File: src/varint_zigzag_decoder_unit_macros.svh
`ifndef VARINT_ZIGZAG_DECODER_UNIT_MACROS_SVH
`define VARINT_ZIGZAG_DECODER_UNIT_MACROS_SVH

// Condition that must hold at every clock edge outside reset.
`define VZD_ASSERT_ALWAYS(label, clk, rst, expr) \
   label: assert property (@(posedge clk) disable iff (rst) (expr)) \
      else $error("varint decoder check failed");

// Consequence that must hold in the cycle after the antecedent.
`define VZD_ASSERT_NEXT(label, clk, rst, ante, cons) \
   label: assert property (@(posedge clk) disable iff (rst) (ante) |=> (cons)) \
      else $error("varint decoder check failed");

`endif

File: src/vzd_pkg.sv
package vzd_pkg;

   localparam int VALUE_WIDTH   = 64;
   localparam int COUNT_WIDTH   = 4;
   localparam int PAYLOAD_BITS  = 7;
   localparam int SHIFT_WIDTH   = 6;

   localparam logic [COUNT_WIDTH-1:0] MAX_BYTES = 4'd10;
   localparam logic [SHIFT_WIDTH-1:0] MAX_SHIFT = 6'd63;

   localparam logic [1:0] STATUS_OK    = 2'd0;
   localparam logic [1:0] STATUS_TRUNC = 2'd1;
   localparam logic [1:0] STATUS_OVF   = 2'd2;

   typedef struct packed {
      logic                   emit;
      logic [VALUE_WIDTH-1:0] value;
      logic [1:0]             status;
      logic [VALUE_WIDTH-1:0] next_acc;
      logic [COUNT_WIDTH-1:0] next_count;
   } step_result_type;

endpackage

File: src/vzd_step.sv
module vzd_step (
   input  logic [vzd_pkg::VALUE_WIDTH-1:0] acc,
   input  logic [vzd_pkg::COUNT_WIDTH-1:0] count,
   input  logic [7:0]                      data_byte,
   input  logic                            is_signed,
   input  logic                            last_in_packet,
   output vzd_pkg::step_result_type        result
);
   import vzd_pkg::*;

   logic [COUNT_WIDTH-1:0] count_eff;
   logic [VALUE_WIDTH-1:0] acc_eff;
   logic [6:0]             shift_full;
   logic [SHIFT_WIDTH-1:0] shamt;
   logic [VALUE_WIDTH-1:0] merged;
   logic [VALUE_WIDTH-1:0] zigzag;
   logic [COUNT_WIDTH-1:0] count_next;

   always_comb begin
      // A count past the last legal byte cannot occur, but restart cleanly if it does.
      if (count >= MAX_BYTES) begin
         count_eff = '0;
         acc_eff   = '0;
      end else begin
         count_eff = count;
         acc_eff   = acc;
      end
      shift_full = {3'd0, count_eff} * 7'(PAYLOAD_BITS);
      if (shift_full > {1'b0, MAX_SHIFT}) begin
         shamt = MAX_SHIFT;
      end else begin
         shamt = shift_full[SHIFT_WIDTH-1:0];
      end
      merged     = acc_eff | ({{(VALUE_WIDTH-PAYLOAD_BITS){1'b0}},
                               data_byte[PAYLOAD_BITS-1:0]} << shamt);
      zigzag     = {1'b0, merged[VALUE_WIDTH-1:1]} ^ {VALUE_WIDTH{merged[0]}};
      count_next = count_eff + 4'd1;

      result.emit       = 1'b1;
      result.value      = '0;
      result.status     = STATUS_OK;
      result.next_acc   = '0;
      result.next_count = '0;
      if (!data_byte[7]) begin
         result.value = is_signed ? zigzag : merged;
      end else if (count_next >= MAX_BYTES) begin
         result.status = STATUS_OVF;
      end else if (last_in_packet) begin
         result.status = STATUS_TRUNC;
      end else begin
         result.emit       = 1'b0;
         result.next_acc   = merged;
         result.next_count = count_next;
      end
   end

endmodule

File: src/varint_zigzag_decoder_unit.sv
// Streaming LEB128 decoder: takes one packet byte per transfer and gives one result
// (value and status) for each byte that ends a value, truncates it at packet end, or
// would need an eleventh byte. It accepts a byte every cycle; only a stalled result holds
// it. A byte passes from the input register through the accumulate step into the result
// register. That step feeds the accumulator back in the same cycle, so the next byte can
// follow at once.
// Error results carry a zero value; is_signed matters only on the closing byte.
`include "varint_zigzag_decoder_unit_macros.svh"

module varint_zigzag_decoder_unit (
   input  logic                            clock,
   input  logic                            reset,
   input  logic                            req_valid,
   output logic                            req_stall,
   input  logic [7:0]                      req_data_byte,
   input  logic                            req_is_signed,
   input  logic                            req_last_in_packet,
   output logic                            rsp_valid,
   input  logic                            rsp_stall,
   output logic [vzd_pkg::VALUE_WIDTH-1:0] rsp_value,
   output logic [1:0]                      rsp_status
);
   import vzd_pkg::*;

   logic                   in_valid_ff, in_valid_in;
   logic [7:0]             in_byte_ff;
   logic                   in_signed_ff;
   logic                   in_last_ff;
   logic [VALUE_WIDTH-1:0] acc_ff;
   logic [COUNT_WIDTH-1:0] count_ff;
   logic                   out_valid_ff, out_valid_in;
   logic [VALUE_WIDTH-1:0] out_value_ff;
   logic [1:0]             out_status_ff;

   step_result_type step;
   logic            advance;
   logic            load_in;
   logic            out_free;

   vzd_step u_step (
      .acc            (acc_ff),
      .count          (count_ff),
      .data_byte      (in_byte_ff),
      .is_signed      (in_signed_ff),
      .last_in_packet (in_last_ff),
      .result         (step)
   );

   always_comb begin
      out_free  = !out_valid_ff || !rsp_stall;
      // A byte that yields no result never waits on the result side.
      advance   = in_valid_ff && (!step.emit || out_free);
      req_stall = in_valid_ff && !advance;
      load_in   = req_valid && !req_stall;

      if (load_in) begin
         in_valid_in = 1'b1;
      end else if (advance) begin
         in_valid_in = 1'b0;
      end else begin
         in_valid_in = in_valid_ff;
      end

      if (advance && step.emit) begin
         out_valid_in = 1'b1;
      end else if (out_free) begin
         out_valid_in = 1'b0;
      end else begin
         out_valid_in = out_valid_ff;
      end
   end

   always_ff @(posedge clock) begin
      if (reset) begin
         in_valid_ff  <= 1'b0;
         out_valid_ff <= 1'b0;
         acc_ff       <= '0;
         count_ff     <= '0;
      end else begin
         in_valid_ff  <= in_valid_in;
         out_valid_ff <= out_valid_in;
         if (advance) begin
            acc_ff   <= step.next_acc;
            count_ff <= step.next_count;
         end
      end
   end

   always_ff @(posedge clock) begin
      if (load_in) begin
         in_byte_ff   <= req_data_byte;
         in_signed_ff <= req_is_signed;
         in_last_ff   <= req_last_in_packet;
      end
      if (advance && step.emit) begin
         out_value_ff  <= step.value;
         out_status_ff <= step.status;
      end
   end

   assign rsp_valid  = out_valid_ff;
   assign rsp_value  = out_value_ff;
   assign rsp_status = out_status_ff;

   `VZD_ASSERT_ALWAYS(a_count_range, clock, reset, count_ff < MAX_BYTES)
   `VZD_ASSERT_ALWAYS(a_error_zero, clock, reset,
      !(out_valid_ff && out_status_ff != STATUS_OK) || out_value_ff == '0)
   `VZD_ASSERT_NEXT(a_restart, clock, reset, advance && step.emit,
      acc_ff == '0 && count_ff == '0)
   `VZD_ASSERT_ALWAYS(a_stall_needs_item, clock, reset, !req_stall || in_valid_ff)

endmodule
File: config.mk
export PLATFORM = sky130hd
export DESIGN_NAME = varint_zigzag_decoder_unit
export DESIGN_NICKNAME = d
export VERILOG_FILES = /design/src/vzd_pkg.sv /design/src/vzd_step.sv /design/src/varint_zigzag_decoder_unit.sv
export VERILOG_INCLUDE_DIRS = /design/src /design/src/src
export SDC_FILE = /design/constraint.sdc
export NUM_CORES = 1
export LEC_CHECK = 0
export ABC_AREA = 0
export ABC_CLOCK_PERIOD_IN_PS = 6810
export BUFFER_PORTS_ARGS = -buffer_cell sky130_fd_sc_hd__buf_2
export CAP_MARGIN = 20
export CORE_ASPECT_RATIO = 1.4
export CORE_MARGIN = 2
export CORE_UTILIZATION = 30
export DETAILED_ROUTE_END_ITERATION = 12
export PLACE_DENSITY_LB_ADDON = 0.15
export SLEW_MARGIN = 5
export SYNTH_ARGS = -nofsm -noshare
export SYNTH_HDL_FRONTEND = slang
export SYNTH_SLANG_ARGS = --single-unit
File: constraint.sdc
create_clock -name clock -period 6.81 [get_ports clock]
set_clock_uncertainty 0.15 [all_clocks]
set_input_delay 1.362 -clock clock [delete_from_list [all_inputs] [get_ports clock]]
set_output_delay 1.362 -clock clock [all_outputs]
set_load 0.005 [all_outputs]
==> metrics.txt <==
share of layout cells above drive strength 1 between 15 and 20%; Clock Sink Count 146; Detail Route Antenna Nets 0; run status finished, final reports clean; Final Cycle Share 82.7%; mux share of post-synthesis cell area under 10%; row count 72; Pwr Density 218 nW/um^2; minimum clock period 5630 ps; CTS buffer count 17; Iteration-0 DRC Markers between 500 and 600; compound-gate portion of the synthesized area a little under a third; Mapped Cells 895; Slew Limit Fails 0; largest area contributor in the netlist edfxtp_1; CTS Root Buffer Type clkbuf_16; Lkg Pwr 3.41 nW; Final Hold Viols 0; Synth area leaders edfxtp_1 (27%), dfxtp_1 (17%), nand2_1 (5.0%); mapped cell area 8330 sq um; setup TNS 0 ps; Die Span X 145 um; routability congestion estimate 0.932; total chip power 2.10 mW; max-cap viol count 0; die area 29100 sq um; I/O pin count 82; slowest CP cell o21ai_0; initial antenna violation count 0; fmax ~180 MHz; slew margin rel. 23.3%; DR vias/cell approximately 5.9; drt total wl 34300 um; hold_buf cts 0; gr ovfl total 0; post-route insts no fill between 1000 and 1500; Initial Util 30.3%; P&R area growth vs syn 15.2%; Clk Latency, worst-skew pair 440 ps; Storage cell area 3680 sq um; Worst Tran Pin Value about 1100 ps; Most Frequent Cell on Critical Path ha_1; Worst setup SP type flip-flop; Synth Area in Adders between 1 and 1.5%; clk buf depth 2; CP Cell Sequence or3b_4 > o21a_2 > clkinv_2 > ha_1 > ha_1 > fa_1 > nor4b_1 > nand3_1 > a21boi_2 > nand2_1 > o21ai_0 > xnor2_1 > a21oi_1; syn_area_per_cell between 9 and 10 sq um; Remaining DRCs 0; DR pass1 iterations 5; Synth async-reset ratio 0%; VDD IR-drop max 0.000172 V; fin nets 967; largest net degree at the start of global routing 50; crit path kind flip-flop to flip-flop; Syn Nets between 900 and 1000; Worst Hold Class flip-flop to flip-flop; CTS H-tree lvls 4; via count approximately 7800; Synth Area in XOR/XNOR 0.946%; CTS tree done; Setup Viol. Count Final 0; Total GRT Usage 23.8%; Most used DFF post-synth edfxtp_1; main combinational cell family by area after synthesis compound AO/OA/AOI/OAI gates; count of state elements after synthesis 146; Netlist cell types 91; vias in the first global route 7534; unrepaired setup endpoints after global routing no; number of fillers in the final layout 2888; simple-gate share of the synthesized area around 16%; postcts setup bufs 0; Synth warnings 0; PortBufs between 80 and 90; Seq/Total Area, Yosys 44.2%; maximum fanout along the worst path 18; post-cts sizing count 0; die height 201 um; placed insts roughly 1300; Post-synth EDFFs 76; cell class contributing the biggest share of worst-path delay compound AO/OA/AOI/OAI gates; per-cell routed wire length 25.8 um; CP peak stage delay 870 ps; n_diodes 0; floorplan core area 27500 sq um; area of the multi-input gates 4280 sq um; post-detail-place hpwl 24600 um; Required @ worst endpoint 6810 ps; Crit. End Element flip-flop; Clock Pin Slew Worst Setup and Hold Paths around 60 ps; Worst Path Buf+Inv 1; Worst Path Arrival 5630 ps; first-pass GRT wire length 50100 um; Synth top area share 27.4%
## per-stage QoR
| stage | utilization [%] | cell area, sq um | hold slack [ps] | setup slack [ps] |
|---|---|---|---|---|
| after CTS | 34.9 | 9600 | 303 | 1210 |
| after detailed placement | 33.0 | 9060 | 295 | 1260 |
| after global placement | 33.0 | 9060 | 289 | 1280 |
| after floorplan | - | 8330 | 267 | 1500 |
| after global routing | 34.9 | 9600 | 331 | 888 |
| final | 34.9 | 9600 | 300 | 1180 |
## routing by layer
layer	part of all wire (%)	GRT usage, %	wire [um]
met1	40	28.5	13700
met5	0	0	0
met4	6.5	14.1	2220
met2	50	39.5	17000
met3	4.0	3.90	1380
## cell type report
| type | instances | area share (%) |
|---|---|---|
| Multi-Input combinational cell | 661 | 44.5 |
| Timing Repair Buffer | 105 | 6.10 |
| Clock inverter | 12 | 0.964 |
| Sequential cell | 146 | 38.4 |
| Inverter | 14 | 0.560 |
| Tap cell | 370 | 4.82 |
| Clock buffer | 20 | 4.65 |
## tightest hold or removal path, delay by kind of cell (launching register included)
kind               cells  cell delay [ps]
AOI/OAI and AO/OA      1               50
DFF                    1              300
and+or+nand+nor        1               50
## worst paths after layout
check | cells after the start | endpoint | slack, ps | from
worst max-delay path | 13 | rsp_value[33] | 1180 | count_ff[1]
worst min register to register | 2 | acc_ff[57] | 300 | acc_ff[57]
worst min-delay path | 2 | acc_ff[57] | 300 | acc_ff[57]
worst max register to register | 13 | rsp_value[33] | 1180 | count_ff[1]
## report_power, final
group / switching (mW) / internal [mW]
clock network: 0.396 / 0.506
logic: 0.159 / 0.0693
registers: 0.0126 / 0.954
## Yosys cell counts, drive strengths merged, types with 6 or more instances
library cell,instances
edfxtp,76
a21oi,33
a21boi,6
inv,13
a22o,19
a22oi,45
a2bb2oi,8
and3,7
buf,32
dfxtp,70
a31oi,9
nor3,16
o211ai,12
a32o,14
nand2,113
nor2,98
o221ai,24
nand3,16
nor2b,7
a221o,14
o21ai,66
xnor2,9
ha,7
and2,10
a21o,8
mux2i,13
a32oi,9
a211oi,19
clkbuf,42
## flip-flops by register name, indices dropped and copies added (netlist names)
signal and count:
in_byte_ff 8, in_last_ff 1, rsp_status 2, count_ff 4
rsp_value 64, acc_ff 64, in_valid_ff 1, in_signed_ff 1
rsp_valid 1
## cells in the final DEF (no fill, tap or decap), types with 4 or more instances in the layout
cell,count
buf_4,24
o211ai_1,10
nand3_1,16
nor2_1,95
a22o_1,19
a221o_1,14
o21ai_0,58
clkbuf_16,17
dfxtp_1,70
nor2b_1,6
nor4_1,4
mux2i_1,13
a2bb2oi_1,7
nand2b_1,5
o221ai_1,23
inv_1,13
a21o_1,8
a211oi_1,18
a32o_1,14
a31oi_1,9
clkinv_2,5
buf_2,81
edfxtp_1,76
and3_1,7
and2_1,10
or3_1,4
a22oi_1,43
nor3_1,15
a21oi_1,31
nand4_1,5
xnor2_1,9
a221oi_1,4
a32oi_1,9
ha_1,7
nand2_1,112
## kinds of logic (layout without fill, tap and decap cells)
| group | after synthesis | in the layout |
|---|---|---|
| AO/OA/AOI/OAI | 328 | 328 |
| AND/OR/NAND/NOR | 302 | 302 |
| flip-flops | 146 | 146 |
| buffers and inverters | 88 | 151 |
| multiplexers | 14 | 14 |
| XOR/XNOR | 9 | 9 |
| adder cells (fa/ha/maj) | 8 | 8 |
Note: power is estimated with default switching activity, not from simulation.
